`config.mk`:
```
export PLATFORM = sky130hd
export DESIGN_NAME = ta_merge
export DESIGN_NICKNAME = d
export VERILOG_FILES = /design/src/ta_pkg.sv /design/src/ta_merge.sv
export SDC_FILE = /design/constraint.sdc
export NUM_CORES = 1
export LEC_CHECK = 0
export ABC_AREA = 1
export BUFFER_PORTS_ARGS = -buffer_cell sky130_fd_sc_hd__buf_4
export CORE_AREA = 2 2 306 308
export CTS_CLUSTER_DIAMETER = 40
export DETAILED_ROUTE_END_ITERATION = 6
export DIE_AREA = 0 0 308 310
export GPL_TIMING_DRIVEN = 0
export PLACE_DENSITY = 0.34
export SYNTH_ARGS = -nofsm -noshare
export SYNTH_HDL_FRONTEND = slang
export SYNTH_SLANG_ARGS = --single-unit
```
`constraint.sdc`:
```
create_clock -name clk_i -period 7.75 [get_ports clk_i]
set_clock_uncertainty 0.05 [all_clocks]
set_input_delay 0.775 -clock clk_i [delete_from_list [all_inputs] [get_ports clk_i]]
set_output_delay 0.775 -clock clk_i [all_outputs]
set_load 0.1 [all_outputs]
```
`src/ta_pkg.sv`:
```
package ta_pkg;

  localparam int Axes     = 6;
  localparam int MaxLanes = 8;
  localparam int KindW    = 2;
  localparam int ThrW     = 3;
  localparam int AxisW    = 3;
  localparam int CoefW    = 18;
  localparam int LimW     = 32;
  localparam int RcW      = 24;
  localparam int WordW    = 32;
  localparam int ActW     = 4;
  localparam int ProdW    = CoefW + WordW;   // one coefficient times one wrench term
  localparam int AccW     = ProdW + 2;       // six products, magnitude below 2^51
  localparam int MagW     = 38;              // rounded Q16.16 thrust magnitude
  localparam int FracW    = 16;
  localparam int DivW     = MagW + FracW;    // shared divider width
  localparam int RootW    = DivW / 2;
  localparam int SpeedW   = 32;

  localparam logic [ActW-1:0]   ActReset = 4'd8;
  localparam logic [DivW-1:0]   OneQ16   = 54'd65536;
  localparam logic [SpeedW-1:0] SpeedMax = 32'h7FFF_FFFF;
  localparam logic [SpeedW-1:0] SpeedMin = 32'h8000_0000;

  typedef enum logic [KindW-1:0] {
    KIND_COEF   = 2'd0,
    KIND_LIMIT  = 2'd1,
    KIND_WRENCH = 2'd2,
    KIND_NONE   = 2'd3
  } kind_e;

  typedef logic [Axes-1:0][WordW-1:0] wrench_t;

  typedef struct packed {
    logic                    ld_coef;
    logic                    ld_limit;
    logic [ThrW-1:0]         thruster;
    logic [AxisW-1:0]        axis;
    logic signed [CoefW-1:0] coef;
    logic [LimW-1:0]         limit;
    logic [RcW-1:0]          rotor;
    logic                    start_a;
    logic                    start_b;
    logic                    kill;
    logic [DivW-1:0]         scale;
    wrench_t                 wrench;
  } lane_cmd_t;

  typedef struct packed {
    logic              done_a;
    logic              done_b;
    logic              mag_nz;
    logic              lim_zero;
    logic [DivW-1:0]   ratio;
    logic [SpeedW-1:0] speed;
  } lane_stat_t;

endpackage

```
`src/ta_merge.sv`:
```
// Walks the active lanes one a cycle: largest ratio and zero-limit kill.
module ta_merge #(
  parameter int LANES = 8
) (
  input  logic                          clk_i,
  input  logic                          rst_ni,
  input  logic                          start_i,
  input  logic [$clog2(LANES+1)-1:0]    n_i,
  input  ta_pkg::lane_stat_t            stat_i [LANES],
  output logic [ta_pkg::DivW-1:0]       scale_o,
  output logic                          kill_o,
  output logic                          done_o
);
  import ta_pkg::*;

  localparam int CntW = $clog2(LANES + 1);

  logic            busy_q, done_q, kill_q;
  logic [CntW-1:0] cnt_q;
  logic [DivW-1:0] scale_q;
  lane_stat_t      sel;

  always_comb begin
    sel = stat_i[0];
    for (int j = 0; j < LANES; j++) begin
      if (cnt_q == CntW'(j)) sel = stat_i[j];
    end
  end

  always_ff @(posedge clk_i or negedge rst_ni) begin
    if (!rst_ni) begin
      busy_q <= 1'b0;
      done_q <= 1'b0;
      cnt_q  <= '0;
      kill_q <= 1'b0;
    end else begin
      done_q <= 1'b0;
      if (start_i) begin
        busy_q  <= 1'b1;
        cnt_q   <= '0;
        kill_q  <= 1'b0;
        scale_q <= OneQ16;
      end else if (busy_q) begin
        if (sel.mag_nz) begin
          if (sel.lim_zero) kill_q <= 1'b1;
          else if (sel.ratio > scale_q) scale_q <= sel.ratio;
        end
        cnt_q <= cnt_q + 1'b1;
        if (cnt_q == n_i - 1'b1) begin
          busy_q <= 1'b0;
          done_q <= 1'b1;
        end
      end
    end
  end

  assign scale_o = scale_q;
  assign kill_o  = kill_q;
  assign done_o  = done_q;
endmodule

```
# Yosys cells after proc, flatten, opt, wreduce, memory -nomap -nowiden
# Cells that the tools add are included.
dict set report op_classes {
  n_addsub 2
  mul 0
  n_div 0
  order_cmp 1
  n_eq_ne 8
  shifts 0
  n_mux 23
  n_bitwise 0
  reduce_logical 4
}
# cell count
set op_table {}
lappend op_table {{88-bit 2-to-1 mux} 7}
lappend op_table {{54-bit 2-to-1 mux} 4}
lappend op_table {{54-bit greater-than comparator} 1}
lappend op_table {{4-bit by 3-bit equality test with 1-bit output (second input constant)} 4}
lappend op_table {{1-bit 2-to-1 mux} 10}
lappend op_table {{4-bit by 2-bit equality test with 1-bit output (second input constant)} 2}
lappend op_table {{4-bit 2-to-1 mux} 2}
lappend op_table {{2-bit nonzero test} 3}
lappend op_table {{4-bit by 1-bit adder with 4-bit output (second input constant)} 1}
lappend op_table {{4-bit by 1-bit equality test with 1-bit output (second input constant)} 1}
lappend op_table {{4-bit equality test} 1}
lappend op_table {{4-bit by 1-bit subtractor with 4-bit output (second input constant)} 1}
lappend op_table {{3-bit AND reduction} 1}
dict set report word_totals {
  register_bits 61
  latchBits 0
  mem_bits_rw 0
  mem_bits_ro 0
  in_bits 727
  output_inout_bits 56
  word_cells 43
  n_memories 0
}

# Longest topological paths before layout
# Gate-level depths: netlist of the first run.
dict set report logic_depth {
  word_depth 13
  ltp_mapped 31
  depth_no_buf 29
}

# Worst setup path before layout of the first run
# OpenSTA, ideal clock, no wires.
dict set report synth_timing {
  path_type {register -> register}
  from {register cnt_q[1]}
  to {register scale_q[16] (netlist: scale_o[16]) (data pin)}
  setup_ns 0.267
  arrival_time_ns 3.474
  t_required_ns 7.433
  path_slack_ns 3.959
  stages_incl_launch_ff 30
  path_buffers 2
  synth_period_minus_slack_ns 3.791
  path_cell_list {dfrtp_1 inv_1 ha_1 inv_1 nor2_1 buf_2 nand2_1 nand3_1 nand3_1 nand3_1 nand3_1 nand2_1 nand2_1 nand2_1 inv_1 ha_1 nand2_1 nor2_1 nand3_1 nor2_1 nand4_1 nor2_1 nand2_1 inv_1 nor2_1 nor2_2 clkbuf_1 nand2_1 nand2_1 nand3_1}
}
dict set report synth_via {
  elab_chain_cells 13
  word_cells_on_any_way 19
  cone_classes {order compare (1); eq/ne (7); mux (11)}
}
# element line_no
set synth_lines {}
lappend synth_lines {{start, declared} ta_merge.sv:19} ;# logic [CntW-1:0] cnt_q;
lappend synth_lines {{start signal, assigned} ta_merge.sv:48} ;# cnt_q <= cnt_q + 1'b1;
lappend synth_lines {{4-bit by 1-bit equality test with 1-bit output} ta_merge.sv:26} ;# if (cnt_q == CntW'(j)) sel = stat_i[j];
lappend synth_lines {{88-bit 2-to-1 mux (6 in a row)} ta_merge.sv:26}
lappend synth_lines {{88-bit 2-to-1 mux *} ta_merge.sv:26}
lappend synth_lines {{54-bit greater-than comparator} ta_merge.sv:46} ;# else if (sel.ratio > scale_q) scale_q <= sel.ratio;
lappend synth_lines {{54-bit 2-to-1 mux} ta_merge.sv:46}
lappend synth_lines {{54-bit 2-to-1 mux} ta_merge.sv:45} ;# if (sel.lim_zero) kill_q <= 1'b1;
lappend synth_lines {{54-bit 2-to-1 mux *} ta_merge.sv:44} ;# if (sel.mag_nz) begin
lappend synth_lines {{54-bit 2-to-1 mux *} ta_merge.sv:43} ;# end else if (busy_q) begin
lappend synth_lines {{end signal, assigned} ta_merge.sv:42} ;# scale_q <= OneQ16;
lappend synth_lines {{end signal, assigned} ta_merge.sv:46}
lappend synth_lines {{end, declared} ta_merge.sv:20} ;# logic [DivW-1:0] scale_q;
# Every way passes the cells marked *; elsewhere a longest branch is shown, timed or not.
# A chain may end at the register's enable or synchronous reset.

# Worst setup path in the final report of the first run
dict set report layout_timing {
  from {register cnt_q[0]}
  to {register scale_q[16] (netlist: scale_o[16]) (data pin)}
}
# Same word-level chain as after synthesis.

==> results of run 1 <==
worst max-delay path: stages, from the launching register on:
cell and delay (ns):
dfrtp_1 0.45, ha_1 0.27, nand2_1 0.37, buf_2 0.43
inv_1 0.15, buf_2 0.24, nand2_1 0.09, nand3_1 0.16
nand3_1 0.13, nand2_1 0.19, a21boi_0 1.11, inv_1 0.12
ha_1 0.37, nand4_1 0.14, nor2_1 0.25, nand4_1 0.14
nor2_1 0.21, nand2_1 0.08, inv_1 0.05, nor2_1 0.04
nor2_2 0.40, clkbuf_1 0.55, nand2_1 0.11, nand2_1 0.07
nand3_1 0.07
metal layers:
metal	part of all wire	track usage
met1	0.46	0.2156
met2	0.43	0.2542
met3	0.091	0.05326
met4	0.021	0.03324
met5	0.0018	0
per-stage QoR:
stage                     setup slack (ns)    util  power (W)
after detailed placement             1.068  0.1641   0.003269
after global routing                0.6879  0.1670   0.003914
final                                1.173  0.1671   0.003605
after floorplan                      3.959       -   0.002051
after CTS                            1.041  0.1668   0.003664
after global placement              0.9765  0.1641   0.003274
kinds of logic (layout without fill, tap and decap cells):
kind of cell / Yosys count / count (layout)
buffers and inverters: 390 / 917
adders and majority gates: 59 / 59
and+or+nand+nor: 1158 / 1158
xor gates and xnor gates: 6 / 6
AOI/OAI and AO/OA: 141 / 141
other: 0 / 4
DFF: 61 / 61
placed cells by master (no fill, tap or decap), types with 31 or more instances in the layout:
cell / Yosys / final
nand2_1: 589 / 589
buf_2: 33 / 33
inv_1: 278 / 278
or2_2: 86 / 86
nand3_1: 263 / 263
o21ai_0: 31 / 31
ha_1: 59 / 59
buf_4: 0 / 512
a21oi_1: 83 / 83
nor2_1: 196 / 195
edfxtp_1: 54 / 54
clkbuf_1: 50 / 53
worst max-delay path by stage:
stage,cells after the start,slack [ns],from,to
after floorplan,29,3.96,cnt_q[1],scale_o[16]
after global placement,24,0.98,cnt_q[0],scale_o[0]
after detailed placement,24,1.07,cnt_q[0],scale_o[47]
after CTS,24,1.04,cnt_q[0],scale_o[16]
after global routing,24,0.69,cnt_q[0],scale_o[21]
final,24,1.17,cnt_q[0],scale_o[16]
flip-flops by register name, summed over array words and instances (netlist names):
name     cells
busy_q       1
kill_o       1
cnt_q        4
scale_o     54
done_o       1
power breakdown:
group / switching [W] / internal, W / total, W
sequential: 0.0000512 / 0.000437 / 0.000489
clock: 0.000165 / 0.000213 / 0.000378
combinational: 0.00198 / 0.000759 / 0.00274
final cells by class:
cell class | count | area share
clock inverter | 3 | 0.0008907
clock buffer | 12 | 0.01530
buffer | 107 | 0.03012
multi-input combinational | 1364 | 0.4223
tap | 1197 | 0.09692
inverter | 283 | 0.06875
timing repair buffer | 512 | 0.2487
sequential | 61 | 0.1163
antenna | 4 | 0.0006478
==> results.sh, run 1 <==
export IMPL_outcome="finished clean"
export IMPL_rows=112
export IMPL_ys_top_cells_by_count="nand2_1, inv_1, nand3_1"
export IMPL_max_freq_mhz=152.0
export IMPL_crit_type="reg2reg"
export IMPL_io_pins=783
export IMPL_area_growth_pct=56.90
export IMPL_min_delay_worst_endpoint="kill_o"
export IMPL_r2r_setup_slack_ns=1.17
export IMPL_end_kind="flop"
export IMPL_placed_area_um2=15180
export IMPL_io_buffers=510
export IMPL_grtUsageTotal=0.1620
export IMPL_drc_errors=0
export IMPL_synth_cells=1815
export IMPL_synth_compound_area_frac=0.07826
export IMPL_clk_latency_ns=0.36
export IMPL_clock_sinks=61
export IMPL_nets=3124
export IMPL_synth_distinct_cells=32
export IMPL_rr_endpoint="scale_o[16]"
export IMPL_synth_top_family_by_area="simple AND/OR/NAND/NOR gates"
export IMPL_cts_setup_buffers=0
export IMPL_synthAdderAreaFrac=0.07496
export IMPL_synth_top_area_share=0.2245
export IMPL_worst_slew_pin_slew_ns=1.383
export IMPL_yosysSeqAreaShare=0.1824
export IMPL_synth_warnings=0
export IMPL_register_area_um2=1797
export IMPL_setup_tns_ns=0
export IMPL_synth_nets=2601
export IMPL_holdWs_ns=0.5031
export IMPL_worstHoldStart="kill_o"
export IMPL_die_w_um=308
export IMPL_synthArstFlopShare=0.1148
export IMPL_die_y_um=310
export IMPL_slew_limit_headroom=0.06957
export IMPL_hold_viol_final=0
export IMPL_min_path_cells=2
export IMPL_hp_class="reg2reg"
export IMPL_gp_congestion=0.8606
export IMPL_clk_transition_reported_paths_ns=0.06
export IMPL_ctsHtreeMaxLevel=3
export IMPL_dp_hpwl_um=70010
export IMPL_stdcell_count=3543
export IMPL_muxShareOfSynthArea=0
export IMPL_fin_crit_sh=0.8487
export IMPL_synth_edf_count=54
export IMPL_clockBufferDepth=2
export IMPL_synth_area_leaders="nand2_1, edfxtp_1, nand3_1, inv_1, ha_1"
export IMPL_reg2reg_depth=24
export IMPL_synth_simple_area_share=0.5039
export IMPL_n_fill_cell=11040
export IMPL_synth_xor_area_frac=0.005336
export IMPL_cts_root_buf="clkbuf_16"
export IMPL_min_period_ns=6.577
export IMPL_p_leak_nw=8.131
export IMPL_numPlacedInstances=3522
export IMPL_yosysMostFrequentCell="nand2_1"
export IMPL_powerDensity_nw_per_um2=233.3
export IMPL_rsz0062_at_grt="no"
export IMPL_wire_per_inst_um=22.47
export IMPL_syn_area_um2=9848
export IMPL_grt_pass1_vias=13340
export IMPL_postCtsHoldBufs=0
export IMPL_final_layout_size_suffix_gt1_frac=0.2801
export IMPL_core_um2=92490
export IMPL_path_max_fanout=10
export IMPL_multi_input_area_um2=6526
export IMPL_routed_wl_um=79630
export IMPL_avgSynthCellArea_um2=5.426
export IMPL_synth_ff_type="edfxtp_1"
export IMPL_maxCapViolCount=0
export IMPL_initial_core_util=0.1065
export IMPL_netlist_top_cell_by_area="nand2_1"
export IMPL_first_pass_iters=4
export IMPL_grt_pass1_wl_um=106000
export IMPL_cp_arrival_ns=6.60
export IMPL_cts_buffers=9
export IMPL_setup_viol=0
export IMPL_antenna_found_initial=23
export IMPL_required_ns=7.77
export IMPL_cts_tree="built"
export IMPL_grt_ovfl_total=0
export IMPL_grt_max_degree=62
export IMPL_vias=13310
export IMPL_drt_vias_per_instance=3.756
export IMPL_slew_violations=0
export IMPL_drt_initial_drc_count=955
export IMPL_startpoint_type="flop"
export IMPL_fin_area_um2=15450
export IMPL_ir_worst_vdd_v=0.00009949
export IMPL_fp_dieArea_um2=95480
export IMPL_ant_nets=0
export IMPL_cts_resized=0
export IMPL_r2r_start="cnt_q[0]"
export IMPL_synth_seq_cells=61
No activity file was read; power rests on OpenSTA's default activity.
==> inputs of run 2 (changes only) <==
==> constraint.sdc (replaced) <==
create_clock -name clk_i -period 6.6 [get_ports clk_i]
set_clock_uncertainty 0.05 [all_clocks]
set_input_delay 0.66 -clock clk_i [delete_from_list [all_inputs] [get_ports clk_i]]
set_output_delay 0.66 -clock clk_i [all_outputs]
set_load 0.1 [all_outputs]
==> results.sh, run 2 (same netlist as run 1, synthesis figures left out) <==
export IMPL_outcome="finished clean"
export IMPL_critPathLaunch="cnt_q[0]"
export IMPL_grt_ovfl_total=0
export IMPL_stdcell_count=3542
export IMPL_maxCapViolCount=0
export IMPL_crit_type="reg2reg"
export IMPL_fp_dieArea_um2=95480
export IMPL_rsz0062_at_grt="no"
export IMPL_dp_hpwl_um=70010
export IMPL_end_kind="flop"
export IMPL_slew_limit_headroom=0.2071
export IMPL_r2r_start="cnt_q[0]"
export IMPL_area_growth_pct=56.92
export IMPL_required_ns=6.63
export IMPL_hp_class="in2async"
export IMPL_cp_arrival_ns=6.18
export IMPL_hold_viol_final=0
export IMPL_min_period_ns=6.155
export IMPL_clk_latency_ns=0.36
export IMPL_setup_tns_ns=0
export IMPL_nets=3124
export IMPL_drc_errors=0
export IMPL_first_pass_iters=5
export IMPL_grt_pass1_wl_um=106000
export IMPL_powerDensity_nw_per_um2=274.2
export IMPL_grt_pass1_vias=13340
export IMPL_final_common_cell="nand2_1"
export IMPL_antenna_found_initial=23
export IMPL_slew_violations=0
export IMPL_critPathMostFrequentCell="nand2_1"
export IMPL_die_y_um=310
export IMPL_numPlacedInstances=3522
export IMPL_setup_viol=0
export IMPL_vias=13250
export IMPL_clockBufferDepth=2
export IMPL_path_max_fanout=10
export IMPL_path_cells="ha_1, nand2_1, buf_2, inv_1, buf_2, nand2_1, nand3_1, nand3_1, nand2_1, a21boi_0, inv_1, ha_1, nand2_1, nor2_1, nand4_1, nor2_1, nand2_1, inv_1, nor2_1, nor2_2, clkbuf_1, nand2_1, nand2_1, nand3_1"
export IMPL_die_w_um=308
export IMPL_gp_congestion=0.8606
export IMPL_cp_slowest_stage_delay_ns=0.92
export IMPL_rows=112
export IMPL_slowest_stage="a21boi_0"
export IMPL_worst_slew_pin_slew_ns=1.179
export IMPL_drt_initial_drc_count=933
export IMPL_startpoint_type="flop"
export IMPL_cp_num_cells=24
export IMPL_initial_core_util=0.1065
export IMPL_grt_max_degree=62
export IMPL_drt_vias_per_instance=3.742
export IMPL_cts_buffers=9
export IMPL_cp_num_buf_inv=6
export IMPL_reg2reg_depth=24
export IMPL_clk_transition_reported_paths_ns=0.06
export IMPL_ctsHtreeMaxLevel=3
export IMPL_cts_root_buf="clkbuf_16"
export IMPL_postCtsHoldBufs=0
export IMPL_core_um2=92490
export IMPL_io_pins=783
export IMPL_routed_wl_um=79620
export IMPL_final_cell_mix="nand2_1, buf_4, inv_1"
export IMPL_final_layout_size_suffix_gt1_frac=0.2805
export IMPL_crit_family="simple AND/OR/NAND/NOR gates"
export IMPL_p_leak_nw=8.134
export IMPL_max_freq_mhz=162.5
export IMPL_grtUsageTotal=0.1620
export IMPL_ir_worst_vdd_v=0.0001173
export IMPL_io_buffers=510
export IMPL_power_w=0.004238
export IMPL_ant_nets=0
export IMPL_wire_per_inst_um=22.48
export IMPL_clock_sinks=61
export IMPL_fin_crit_sh=0.9325
export IMPL_largest_reg_flops=54
export IMPL_cts_tree="built"
==> run 2: cell count changes in the layout (fill, tap and decap cells not counted), sizes merged <==
cell / before / now
diode: 4 / 3
==> run 2: what timing repair did <==
| action | 4_1_cts | 5_1_grt |
|---|---|---|
| cloned | 0 | 0 |
| pin swaps | 0 | 0 |
| resized for setup | 1 | 4 |
| hold endpoints to repair | 0 | 0 |
| setup buffers | 0 | 0 |
| setup endpoints to repair | 46 | 42 |
==> run 2: power breakdown <==
group	total (W)	internal [W]	leakage (nW)	switching [W]
clock	0.000446	0.000250	0.124	0.000196
sequential	0.000573	0.000514	0.639	0.0000597
combinational	0.00322	0.000892	7.37	0.00233
total	0.00424	0.00166	8.13	0.00258
==> run 2: cell type report <==
type                       instances  area (um^2)
clock inverter                     3        13.76
inverter                         283         1062
tap                             1197         1498
timing repair buffer             512         3844
clock buffer                      12        236.5
buffer                           107        465.4
sequential                        61         1797
multi-input combinational       1364         6530
antenna                            3        7.507
fill                           11040        77040
==> run 2: per-stage QoR <==
step / hold WS [ns] / util / worst slack [ns] / area (um^2)
after floorplan: 0.3144 / - / 2.809 / 9848
after global placement: 0.4923 / 0.1641 / -0.1735 / 15170
after detailed placement: 0.4897 / 0.1641 / -0.08201 / 15180
after CTS: 0.4178 / 0.1668 / 0.03092 / 15430
after global routing: 0.4478 / 0.1670 / 0.006687 / 15450
final: 0.3909 / 0.1671 / 0.4452 / 15450
==> run 2: metal layers <==
metal	share of wire	routed length, um	vias to the layer above	GRT usage
met2	0.43	33900	558	0.2542
met5	0.0018	143	-	0
met1	0.46	36730	5936	0.2156
met4	0.021	1694	22	0.03324
met3	0.090	7162	72	0.05326
li1	-	-	6666	-
==> run 2: final timing paths <==
kind,end,slack (ns)
max,scale_o[16],0.45
min,done_o,0.39
max reg2reg,scale_o[16],0.45
min reg2reg,kill_o,0.50
max in group asynchronous,cnt_q[3],5.49
min in group clk_i,kill_o,0.45
==> inputs of run 3 (changes only) <==
--- a/config.mk
+++ b/config.mk
@@ -8,10 +8,12 @@
 export ABC_AREA = 1
 export BUFFER_PORTS_ARGS = -buffer_cell sky130_fd_sc_hd__buf_4
 export CORE_AREA = 2 2 306 308
+export CTS_BUF_LIST = sky130_fd_sc_hd__clkbuf_8 sky130_fd_sc_hd__clkbuf_16
 export CTS_CLUSTER_DIAMETER = 40
 export DETAILED_ROUTE_END_ITERATION = 6
 export DIE_AREA = 0 0 308 310
 export GPL_TIMING_DRIVEN = 0
+export HOLD_SLACK_MARGIN = 0.1
 export PLACE_DENSITY = 0.34
 export SYNTH_ARGS = -nofsm -noshare
 export SYNTH_HDL_FRONTEND = slang
==> results.sh, run 3 (same netlist as run 1, synthesis figures left out) <==
export IMPL_combPwrFrac=0.760
export IMPL_cts_setup_buffers=0
export IMPL_slew_violations=0
export IMPL_initial_core_util=0.1065
export IMPL_cp_arrival_ns=6.17
export IMPL_rsz0062_at_grt="no"
export IMPL_path_max_fanout=10
export IMPL_final_common_cell="nand2_1"
export IMPL_vias=13260
export IMPL_final_layout_size_suffix_gt1_frac=0.2805
export IMPL_grt_ovfl_total=0
export IMPL_crit_type="reg2reg"
export IMPL_stdcell_count=3542
export IMPL_clock_sinks=61
export IMPL_final_cell_mix="nand2_1, buf_4, inv_1"
export IMPL_switchingPower_w=0.002581
export IMPL_dp_hpwl_um=70010
export IMPL_placed_area_um2=15180
export IMPL_rows=112
export IMPL_io_pins=783
export IMPL_antenna_found_initial=23
export IMPL_clock_power_share=0.104
export IMPL_power_frac_seq=0.135
export IMPL_swShare=0.6099
export IMPL_grt_pass1_vias=13340
export IMPL_clk_transition_reported_paths_ns=0.06
export IMPL_first_pass_iters=5
export IMPL_slew_limit_headroom=0.2153
export IMPL_hold_viol_final=0
export IMPL_grt_max_degree=62
export IMPL_grt_pass1_wl_um=106000
export IMPL_max_freq_mhz=162.7
export IMPL_outcome="finished clean"
export IMPL_gp_congestion=0.8606
export IMPL_ir_worst_vdd_v=0.0001170
export IMPL_clk_latency_ns=0.36
export IMPL_post_place_ws_ns=-0.08201
export IMPL_cts_root_buf="clkbuf_16"
export IMPL_io_buffers=510
export IMPL_worst_slew_pin_slew_ns=1.167
export IMPL_min_period_ns=6.145
export IMPL_drt_initial_drc_count=930
export IMPL_hp_class="in2async"
export IMPL_drc_errors=0
export IMPL_area_growth_pct=56.92
export IMPL_core_um2=92490
export IMPL_power_w=0.004232
export IMPL_die_w_um=308
export IMPL_drt_vias_per_instance=3.743
export IMPL_powerDensity_nw_per_um2=273.9
export IMPL_setup_ws_ns=0.4549
export IMPL_fin_util=0.1671
export IMPL_numPlacedInstances=3522
export IMPL_wire_per_inst_um=22.48
export IMPL_cts_tree="built"
export IMPL_postCtsHoldBufs=0
export IMPL_ctsHtreeMaxLevel=3
export IMPL_end_kind="flop"
export IMPL_required_ns=6.62
export IMPL_routed_wl_um=79610
export IMPL_grtUsageTotal=0.1620
export IMPL_startpoint_type="flop"
export IMPL_nets=3124
export IMPL_intPower_w=0.001651
export IMPL_p_leak_nw=8.146
export IMPL_die_y_um=310
export IMPL_setup_viol=0
export IMPL_fp_dieArea_um2=95480
export IMPL_ant_nets=0
export IMPL_cts_buffers=9
export IMPL_maxCapViolCount=0
export IMPL_n_fill_cell=11040
export IMPL_fin_crit_sh=0.9311
export IMPL_clockBufferDepth=2
export IMPL_largest_reg_flops=54
export IMPL_cts_resized=1
export IMPL_fin_area_um2=15450
==> run 3: per-stage QoR <==
step,TNS [ns],hold slack [ns]
2_1_floorplan,0,0.3144
3_3_place_gp,-6.190,0.4923
3_5_place_dp,-1.703,0.4897
4_1_cts,0,0.4178
5_1_grt,0,0.4478
6_report,0,0.3918
==> run 3: path summary, 6_finish.rpt <==
path,startpoint,cells past startpoint,to,slack (ns)
max,cnt_q[0],24,scale_o[16],0.45
min,rst_ni,1,done_o,0.39
max reg2reg,cnt_q[0],24,scale_o[16],0.45
min reg2reg,kill_o,2,kill_o,0.50
max in group asynchronous,rst_ni,1,cnt_q[3],5.49
min in group clk_i,start_i,2,kill_o,0.46
==> run 3: metal layers <==
metal	vias to the layer above	part of all wire	track usage
li1	6666	-	-
met2	560	0.43	0.2542
met5	-	0.0018	0
met4	22	0.021	0.03324
met1	5937	0.46	0.2156
met3	73	0.090	0.05326
==> run 3: power groups by stage <==
stage          logic, W  registers (W)  clock network [W]
2_1_floorplan   0.00142       0.000985                  0
3_3_place_gp    0.00326       0.000581                  0
3_5_place_dp    0.00326       0.000582                  0
4_1_cts         0.00327       0.000574           0.000456
5_1_grt         0.00354       0.000584           0.000469
6_report        0.00322       0.000573           0.000441
==> run 3: final cells by class <==
cell class	instances	area, um^2	area share
antenna	3	7.507	0.0004858
buffer	107	465.4	0.03012
clock buffer	9	225.2	0.01457
clock inverter	6	25.02	0.001619
inverter	283	1062	0.06874
multi-input combinational	1364	6530	0.4226
sequential	61	1797	0.1163
tap	1197	1498	0.09692
timing repair buffer	512	3844	0.2487
==> run 3: critical path, cell delays in order, from the launching register on <==
cell      delay (ns)
dfrtp_1         0.45
ha_1            0.27
nand2_1         0.38
buf_2           0.43
inv_1           0.15
buf_2           0.24
nand2_1         0.12
nand3_1         0.10
nand3_1         0.13
nand2_1         0.13
a21boi_0        0.91
inv_1           0.10
ha_1            0.33
nand2_1         0.07
nor2_1          0.14
nand4_1         0.18
nor2_1          0.26
nand2_1         0.08
inv_1           0.05
nor2_1          0.04
nor2_2          0.40
clkbuf_1        0.56
nand2_1         0.11
nand2_1         0.07
nand3_1         0.07
